[src/rtl/vsp_pkg.sv]
// vsp_pkg: widths, pixel type and submode codes of the 4x4 subblock predictor
// no dependencies; used by the channel interfaces and the top level
`default_nettype none

package vsp_pkg;

  localparam int PIX_W  = 8;
  localparam int MODE_W = 4;
  localparam int ROW_W  = 4 * PIX_W;

  typedef logic [PIX_W-1:0] pix_t;

  localparam logic [MODE_W-1:0] MODE_DC = 4'd0;
  localparam logic [MODE_W-1:0] MODE_TM = 4'd1;
  localparam logic [MODE_W-1:0] MODE_VE = 4'd2;
  localparam logic [MODE_W-1:0] MODE_HE = 4'd3;
  localparam logic [MODE_W-1:0] MODE_LD = 4'd4;
  localparam logic [MODE_W-1:0] MODE_RD = 4'd5;
  localparam logic [MODE_W-1:0] MODE_VR = 4'd6;
  localparam logic [MODE_W-1:0] MODE_VL = 4'd7;
  localparam logic [MODE_W-1:0] MODE_HD = 4'd8;
  localparam logic [MODE_W-1:0] MODE_HU = 4'd9;

endpackage

`default_nettype wire

[src/rtl/vsp_req_if.sv]
// vsp_req_if: request channel of the subblock predictor (valid/ready + edge pixels)
// depends on vsp_pkg
`default_nettype none

interface vsp_req_if import vsp_pkg::*; ();

  logic              valid;
  logic              ready;
  logic [MODE_W-1:0] mode;
  pix_t              corner;
  logic [ROW_W-1:0]  above_row;
  logic [ROW_W-1:0]  above_right;
  logic [ROW_W-1:0]  left_col;

  modport source (
    output valid, mode, corner, above_row, above_right, left_col,
    input  ready
  );

  modport sink (
    input  valid, mode, corner, above_row, above_right, left_col,
    output ready
  );

endinterface

`default_nettype wire

[src/rtl/vsp_res_if.sv]
// vsp_res_if: result channel of the subblock predictor (valid/ready + four rows)
// depends on vsp_pkg
`default_nettype none

interface vsp_res_if import vsp_pkg::*; ();

  logic             valid;
  logic             ready;
  logic [ROW_W-1:0] row_zero;
  logic [ROW_W-1:0] row_one;
  logic [ROW_W-1:0] row_two;
  logic [ROW_W-1:0] row_three;
  logic             bad_mode;

  modport source (
    output valid, row_zero, row_one, row_two, row_three, bad_mode,
    input  ready
  );

  modport sink (
    input  valid, row_zero, row_one, row_two, row_three, bad_mode,
    output ready
  );

endinterface

`default_nettype wire

[src/rtl/vp8_subblock_intra_predict_top.sv]
// VP8 4x4 luma subblock intra predictor. A request carries the submode, the
// corner pixel and the above, above-right and left edges; the result is the
// sixteen predicted pixels as four packed rows plus a bad_mode flag (rows
// zero) for the six undefined submodes. The block is a three-stage pipeline:
// the edge line is registered, then all two-tap and three-tap averages, the
// DC sum and the true-motion differences are formed, then the submode picks
// each pixel and the true-motion sums are clamped into the output register.
// One request is taken every cycle while ready is high; ready falls
// only when all three stages hold requests and the result side is stalled.
// Depends on vsp_pkg, vsp_req_if and vsp_res_if.
`default_nettype none

module vp8_subblock_intra_predict_top import vsp_pkg::*; (
  input  wire         clk,
  input  wire         rst,
  vsp_req_if.sink     req,
  vsp_res_if.source   res
);

  function automatic pix_t avg2(input pix_t a, input pix_t b);
    logic [PIX_W:0] s;
    s = {1'b0, a} + {1'b0, b} + {{PIX_W{1'b0}}, 1'b1};
    return s[PIX_W:1];
  endfunction

  function automatic pix_t avg3(input pix_t a, input pix_t b, input pix_t c);
    logic [PIX_W+1:0] s;
    s = {2'b00, a} + {1'b0, b, 1'b0} + {2'b00, c} + {{PIX_W{1'b0}}, 2'b10};
    return s[PIX_W+1:2];
  endfunction

  // stage enables
  logic v1, v2, v3;
  logic en1, en2, en3;

  assign en3 = !v3 || res.ready;
  assign en2 = !v2 || en3;
  assign en1 = !v1 || en2;
  assign req.ready = en1;

  // stage 1: edge line, L3..L0, corner, A0..A3, X0..X3, X3 repeated
  pix_t              t1 [0:13];
  logic [MODE_W-1:0] mode1;

  always_ff @(posedge clk) begin
    if (rst) begin
      v1 <= 1'b0;
    end else if (en1) begin
      v1 <= req.valid;
    end
    if (en1 && req.valid) begin
      mode1 <= req.mode;
      for (int k = 0; k < 4; k++) begin
        t1[3-k] <= req.left_col[PIX_W*k +: PIX_W];
        t1[5+k] <= req.above_row[PIX_W*k +: PIX_W];
        t1[9+k] <= req.above_right[PIX_W*k +: PIX_W];
      end
      t1[4]  <= req.corner;
      t1[13] <= req.above_right[PIX_W*3 +: PIX_W];
    end
  end

  // stage 2: averages, dc value, true-motion differences
  logic [PIX_W+2:0] dc_sum;

  always_comb begin
    dc_sum = 11'd4;
    for (int k = 0; k < 4; k++) begin
      dc_sum = dc_sum + {3'b000, t1[k]} + {3'b000, t1[5+k]};
    end
  end

  pix_t               m2_2 [0:8];
  pix_t               m3_2 [1:12];
  pix_t               low2;
  pix_t               dc2;
  logic signed [PIX_W+1:0] amc2 [0:3];
  pix_t               lft2 [0:3];
  logic [MODE_W-1:0]  mode2;

  always_ff @(posedge clk) begin
    if (rst) begin
      v2 <= 1'b0;
    end else if (en2) begin
      v2 <= v1;
    end
    if (en2 && v1) begin
      mode2 <= mode1;
      for (int i = 0; i <= 8; i++) begin
        m2_2[i] <= avg2(t1[i], t1[i+1]);
      end
      for (int i = 1; i <= 12; i++) begin
        m3_2[i] <= avg3(t1[i-1], t1[i], t1[i+1]);
      end
      low2 <= avg3(t1[1], t1[0], t1[0]);
      dc2  <= dc_sum[PIX_W+2:3];
      for (int k = 0; k < 4; k++) begin
        amc2[k] <= $signed({2'b00, t1[5+k]}) - $signed({2'b00, t1[4]});
        lft2[k] <= t1[3-k];
      end
    end
  end

  // stage 3: submode selection and clamping
  pix_t                    p [0:3][0:3];
  logic                    bad;
  logic signed [PIX_W+1:0] tm;

  always_comb begin
    bad = 1'b0;
    tm  = '0;
    for (int r = 0; r < 4; r++) begin
      for (int c = 0; c < 4; c++) begin
        p[r][c] = '0;
      end
    end
    case (mode2)
      MODE_DC: begin
        for (int r = 0; r < 4; r++) begin
          for (int c = 0; c < 4; c++) begin
            p[r][c] = dc2;
          end
        end
      end
      MODE_TM: begin
        for (int r = 0; r < 4; r++) begin
          for (int c = 0; c < 4; c++) begin
            tm = amc2[c] + $signed({2'b00, lft2[r]});
            if (tm < 0) begin
              p[r][c] = '0;
            end else if (tm > 255) begin
              p[r][c] = '1;
            end else begin
              p[r][c] = tm[PIX_W-1:0];
            end
          end
        end
      end
      MODE_VE: begin
        for (int r = 0; r < 4; r++) begin
          for (int c = 0; c < 4; c++) begin
            p[r][c] = m3_2[5+c];
          end
        end
      end
      MODE_HE: begin
        for (int c = 0; c < 4; c++) begin
          p[0][c] = m3_2[3];
          p[1][c] = m3_2[2];
          p[2][c] = m3_2[1];
          p[3][c] = low2;
        end
      end
      MODE_LD: begin
        for (int r = 0; r < 4; r++) begin
          for (int c = 0; c < 4; c++) begin
            p[r][c] = m3_2[6+r+c];
          end
        end
      end
      MODE_RD: begin
        for (int r = 0; r < 4; r++) begin
          for (int c = 0; c < 4; c++) begin
            p[r][c] = m3_2[4-r+c];
          end
        end
      end
      MODE_VR: begin
        p[3][0] = m3_2[2];
        p[2][0] = m3_2[3];
        p[3][1] = m3_2[4];
        p[1][0] = m3_2[4];
        p[2][1] = m2_2[4];
        p[0][0] = m2_2[4];
        p[3][2] = m3_2[5];
        p[1][1] = m3_2[5];
        p[2][2] = m2_2[5];
        p[0][1] = m2_2[5];
        p[3][3] = m3_2[6];
        p[1][2] = m3_2[6];
        p[2][3] = m2_2[6];
        p[0][2] = m2_2[6];
        p[1][3] = m3_2[7];
        p[0][3] = m2_2[7];
      end
      MODE_VL: begin
        p[0][0] = m2_2[5];
        p[1][0] = m3_2[6];
        p[2][0] = m2_2[6];
        p[0][1] = m2_2[6];
        p[1][1] = m3_2[7];
        p[3][0] = m3_2[7];
        p[2][1] = m2_2[7];
        p[0][2] = m2_2[7];
        p[3][1] = m3_2[8];
        p[1][2] = m3_2[8];
        p[2][2] = m2_2[8];
        p[0][3] = m2_2[8];
        p[3][2] = m3_2[9];
        p[1][3] = m3_2[9];
        p[2][3] = m3_2[10];
        p[3][3] = m3_2[11];
      end
      MODE_HD: begin
        p[3][0] = m2_2[0];
        p[3][1] = m3_2[1];
        p[2][0] = m2_2[1];
        p[3][2] = m2_2[1];
        p[2][1] = m3_2[2];
        p[3][3] = m3_2[2];
        p[2][2] = m2_2[2];
        p[1][0] = m2_2[2];
        p[2][3] = m3_2[3];
        p[1][1] = m3_2[3];
        p[1][2] = m2_2[3];
        p[0][0] = m2_2[3];
        p[1][3] = m3_2[4];
        p[0][1] = m3_2[4];
        p[0][2] = m3_2[5];
        p[0][3] = m3_2[6];
      end
      MODE_HU: begin
        p[0][0] = m2_2[2];
        p[0][1] = m3_2[2];
        p[0][2] = m2_2[1];
        p[1][0] = m2_2[1];
        p[0][3] = m3_2[1];
        p[1][1] = m3_2[1];
        p[1][2] = m2_2[0];
        p[2][0] = m2_2[0];
        p[1][3] = low2;
        p[2][1] = low2;
        p[2][2] = lft2[3];
        p[2][3] = lft2[3];
        for (int c = 0; c < 4; c++) begin
          p[3][c] = lft2[3];
        end
      end
      default: begin
        bad = 1'b1;
      end
    endcase
  end

  always_ff @(posedge clk) begin
    if (rst) begin
      v3 <= 1'b0;
    end else if (en3) begin
      v3 <= v2;
    end
    if (en3 && v2) begin
      res.row_zero  <= {p[0][3], p[0][2], p[0][1], p[0][0]};
      res.row_one   <= {p[1][3], p[1][2], p[1][1], p[1][0]};
      res.row_two   <= {p[2][3], p[2][2], p[2][1], p[2][0]};
      res.row_three <= {p[3][3], p[3][2], p[3][1], p[3][0]};
      res.bad_mode  <= bad;
    end
  end

  assign res.valid = v3;

`ifndef ASSERT_OFF
  a_req_enters: assert property (@(posedge clk) disable iff (rst)
    req.valid && req.ready |=> v1)
    else $error("accepted request missing from first stage");

  a_mid_advances: assert property (@(posedge clk) disable iff (rst)
    v2 && en3 |=> res.valid)
    else $error("second stage request lost on its way to the output");

  a_bad_zero: assert property (@(posedge clk) disable iff (rst)
    res.valid && res.bad_mode |->
      res.row_zero == '0 && res.row_one == '0 &&
      res.row_two == '0 && res.row_three == '0)
    else $error("undefined submode gave non-zero pixels");

  a_ready_full: assert property (@(posedge clk) disable iff (rst)
    !req.ready |-> v1 && v2 && v3 && !res.ready)
    else $error("request side stalled with room in the pipeline");
`endif

endmodule

`default_nettype wire
[src/flat_wrapper.sv]
// flat-port wrapper written by rule: the top's interface ports become plain ports
module vp8_subblock_intra_predict_top_flat import vsp_pkg::*;
  (clk, rst, req_valid, req_mode, req_corner, req_above_row, req_above_right, req_left_col, req_ready, res_valid, res_row_zero, res_row_one, res_row_two, res_row_three, res_bad_mode, res_ready);
  vsp_req_if req_i ();
  vsp_res_if res_i ();
  input  wire clk;
  input  wire rst;
  input wire logic [$bits(req_i.valid)-1:0] req_valid;
  input wire logic [$bits(req_i.mode)-1:0] req_mode;
  input wire logic [$bits(req_i.corner)-1:0] req_corner;
  input wire logic [$bits(req_i.above_row)-1:0] req_above_row;
  input wire logic [$bits(req_i.above_right)-1:0] req_above_right;
  input wire logic [$bits(req_i.left_col)-1:0] req_left_col;
  output wire logic [$bits(req_i.ready)-1:0] req_ready;
  output wire logic [$bits(res_i.valid)-1:0] res_valid;
  output wire logic [$bits(res_i.row_zero)-1:0] res_row_zero;
  output wire logic [$bits(res_i.row_one)-1:0] res_row_one;
  output wire logic [$bits(res_i.row_two)-1:0] res_row_two;
  output wire logic [$bits(res_i.row_three)-1:0] res_row_three;
  output wire logic [$bits(res_i.bad_mode)-1:0] res_bad_mode;
  input wire logic [$bits(res_i.ready)-1:0] res_ready;
  assign req_i.valid = req_valid;
  assign req_i.mode = req_mode;
  assign req_i.corner = req_corner;
  assign req_i.above_row = req_above_row;
  assign req_i.above_right = req_above_right;
  assign req_i.left_col = req_left_col;
  assign req_ready = req_i.ready;
  assign res_valid = res_i.valid;
  assign res_row_zero = res_i.row_zero;
  assign res_row_one = res_i.row_one;
  assign res_row_two = res_i.row_two;
  assign res_row_three = res_i.row_three;
  assign res_bad_mode = res_i.bad_mode;
  assign res_i.ready = res_ready;
  vp8_subblock_intra_predict_top u_core (.clk(clk), .rst(rst), .req(req_i), .res(res_i));
endmodule
[config.mk]
export PLATFORM = sky130hd
export DESIGN_NAME = vp8_subblock_intra_predict_top_flat
export DESIGN_NICKNAME = d
export VERILOG_FILES = /design/src/rtl/vsp_pkg.sv /design/src/rtl/vsp_req_if.sv /design/src/rtl/vsp_res_if.sv /design/src/rtl/vp8_subblock_intra_predict_top.sv /design/src/flat_wrapper.sv
export SDC_FILE = /design/constraint.sdc
export NUM_CORES = 2
export LEC_CHECK = 0
export BUFFER_PORTS_ARGS = -buffer_cell sky130_fd_sc_hd__buf_2
export CELL_PAD_IN_SITES_DETAIL_PLACEMENT = 1
export CELL_PAD_IN_SITES_GLOBAL_PLACEMENT = 1
export CORE_ASPECT_RATIO = 1.75
export CORE_UTILIZATION = 25
export CTS_CLUSTER_SIZE = 12
export DETAILED_ROUTE_END_ITERATION = 8
export GPL_ROUTABILITY_DRIVEN = 0
export PLACE_DENSITY = 0.47
export SYNTH_ARGS = -nofsm -noshare
export SYNTH_HDL_FRONTEND = slang
export SYNTH_SLANG_ARGS = --single-unit
[constraint.sdc]
create_clock -name clk -period 38.1 [get_ports clk]
set_clock_uncertainty 0.05 [all_clocks]
set_input_delay 3.81 -clock clk [delete_from_list [all_inputs] [get_ports clk]]
set_output_delay 3.81 -clock clk [all_outputs]
set_load 0.005 [all_outputs]
==> metrics.md <==
| Metric | Value |
|---|---|
| Status | `complete, no violations` |
| Max cap viols | `0` |
| Initial DRT Pass Iterations | `7` |
| Synth Register Bits | `496` |
| Syn nets | `4379` |
| Pwr Density | `51.1 nW/µm²` |
| # nets final | `4641` |
| Synth area leader | `edfxtp_1` |
| Delay of the slowest cell on the worst path | `0.57 ns` |
| Post-DP HPWL | `167 mm` |
| Post-synthesis async set-or-reset flop share | `0%` |
| Final period util | `22.8%` |
| CP max-delay cell | `nor2b_1` |
| Syn Area/Cell | `10.4 µm²` |
| Worst hold start | `u_core.mode1[0]` |
| Number of H-tree levels | `2` |
| Antenna violations before repair | `9` |
| Top-count cell post-synth | `edfxtp_1` |
| Final setup TNS | `0 ns` |
| Starting density of the core | `25.3%` |
| Number of synthesized flops with an enable pin | `493` |
| Synth cell count leaders | `edfxtp_1, nand2_1, ha_1` |
| Primary FF master, synth | `edfxtp_1` |
| Final antenna-violating net count | `0` |
| CTS tree | `done` |
| Fin cells | `6060` |
| Unique masters post-synth | `98` |
| Kind of critical path | `input pin to primary output` |
| CP endpoint kind | `primary output` |
| YS warnings | `0` |
| Leakage Power | `17.5 nW` |
| Die H | `523 µm` |
| Reg-to-reg slack, setup | `33.14 ns` |
| Via-to-Cell Ratio | `5.43` |
| Hold EP | `u_core.mode2[0]` |
| RSZ-0062 raised after global routing | `false` |
| Worst-margin pin slew | `1.28 ns` |
| Total grt overflow | `0` |
| Worst Path Required | `34.24 ns` |
| Core ar. | `154000 µm²` |
| Vias in the first global route | `34000` |
| I/O pins | `243` |
| First-pass GRT wire length | `281 mm` |
| Largest net degree at the start of global routing | `104` |
| DP Cell Count | `5961` |
| Ratio of cells with drive above 1 in the final layout | `11.6%` |
| Worst Hold Class | `flip-flop to flip-flop` |
| Setup violators final | `0` |
| Synth top area share | `38.2%` |
| Register area share after synthesis | `38.3%` |
| Clock transition at path regs | `0.06 ns` |
| CTS-repair resized insts | `0` |
| CTS root buffer | `clkbuf_16` |
| Max IR drop VDD | `40.0 µV` |
| Worst reg2reg path startpoint | `u_core.t1[0][2]` |
| Synth top area cells | `edfxtp_1, ha_1, fa_1` |
| Nature of the critical path startpoint | `input pin` |
| Cells after Synth | `3740` |
| Fin. Hold Viols | `0` |
| Drt total wl | `207 mm` |
| Hold Crit Depth | `0` |
| Iteration-0 DRC count of the detailed router | `2795` |
| Global Route Usage Sum | `26.1%` |
| Inserted Clock Buffers | `55` |
| Clock latency on the worst-skew pair | `0.69 ns` |
| WL/cell | `34.1 µm` |
| DR vias | `32900` |
| Slew HR | `13.8%` |
| Number of setup buffers added after CTS | `0` |
| TritonCTS sink count | `496` |
| Final min period | `8.68 ns` |
| # rows | `190` |
| DRC viols | `0` |
| Depth of the most critical reg-to-reg path | `14` |
| Top cell by count, worst path | `buf_2` |
| # port buffers | `242` |
| Worst-path fanout max | `6` |
| Worst path cell trace | `buf_2, nor2b_1, nand3_1, buf_2` |
| Layout area overhead | `14.3%` |
| Die span in x | `300 µm` |
| Clock tree buffer depth | `3` |
| Worst Path Arrival | `4.82 ns` |
| Die area | `157000 µm²` |
| Hold_buf cts | `0` |
| Post-Syn Area | `38800 µm²` |
| Fmax | `115 MHz` |
| Worst r2r dst | `u_core.dc2[6]` |
| Fin. max-slew vios | `0` |
[flip-flops by register name, summed over array words and instances, names as in the netlist, 36 cells and up]
name and flops:
u_core.t1 104, u_core.m2_2 72, u_core.amc2 36, u_core.m3_2 96
[cell families after synthesis]
family	share of synthesized area [%]
adders and majority gates	20.0
muxes	0.503
and+or+nand+nor	14.2
DFF	38.3
AOI/OAI and AO/OA	17.8
buffers and inverters	3.92
xor gates and xnor gates	5.26
[worst max-delay path, delay by kind of cell]
family	cells	cell delay [ns]
buffers and inverters	2	0.26
AND/OR/NAND/NOR	2	0.74
[cell usage in the layout (no fill, tap or decap), types with 54 or more instances in the layout]
cell type	instances
nand4_1	79
fa_1	153
a21oi_1	223
inv_1	233
a21o_1	64
o21ai_0	164
xnor2_1	154
a22oi_1	112
nand3_1	91
nand2_1	389
o211ai_1	54
nand2b_1	54
nor3_1	63
a211oi_1	55
xor2_1	79
ha_1	374
clkbuf_16	55
edfxtp_1	493
nor2_1	193
buf_2	242
buf_4	73
[where the power goes]
group          internal (mW)  leakage [nW]  switching, mW
Combinational          0.337          12.0          0.522
Sequential             0.713          4.66          0.161
Clock                  0.295         0.831          0.238
Total                   1.34          17.5          0.921
[worst max path at each step]
stage                          from           endpoint  cells past startpoint
after CTS                 res_ready          req_ready                      4
after floorplan           res_ready  u_core.amc2[0][0]                      2
after global placement    res_ready          req_ready                      4
after detailed placement  res_ready          req_ready                      4
after global routing      res_ready          req_ready                      4
final                     res_ready          req_ready                      4
[routing by layer]
layer | routed length, µm | global-route usage, %
met1 | 73400 | 27.6
met5 | 13 | 0
met4 | 21300 | 22.9
met2 | 102000 | 45.4
met3 | 9910 | 3.60
[through the flow]
step | worst slack [ns] | area, µm² | power, mW | util (%) | hold slack, ns
global placement | 29.42 | 42600 | 1.72 | 27.7 | 0.364
CTS | 29.41 | 44300 | 2.28 | 28.9 | 0.377
detailed placement | 29.40 | 42600 | 1.73 | 27.7 | 0.364
finish | 29.42 | 44300 | 2.27 | 28.9 | 0.374
global route | 29.34 | 44300 | 2.38 | 28.9 | 0.389
floorplan | 14.47 | 38800 | 1.35 | - | 0.350
[final cells by class]
cell class | count | area, µm²
Fill cell | 17500 | 109000
Multi-Input combinational cell | 2896 | 22500
Sequential cell | 496 | 14900
Tap cell | 2016 | 2520
Timing Repair Buffer | 316 | 1780
Clock buffer | 67 | 1430
Inverter | 237 | 890
Clock inverter | 26 | 304
Antenna cell | 6 | 15.0
(Power assumes the default switching activity.)
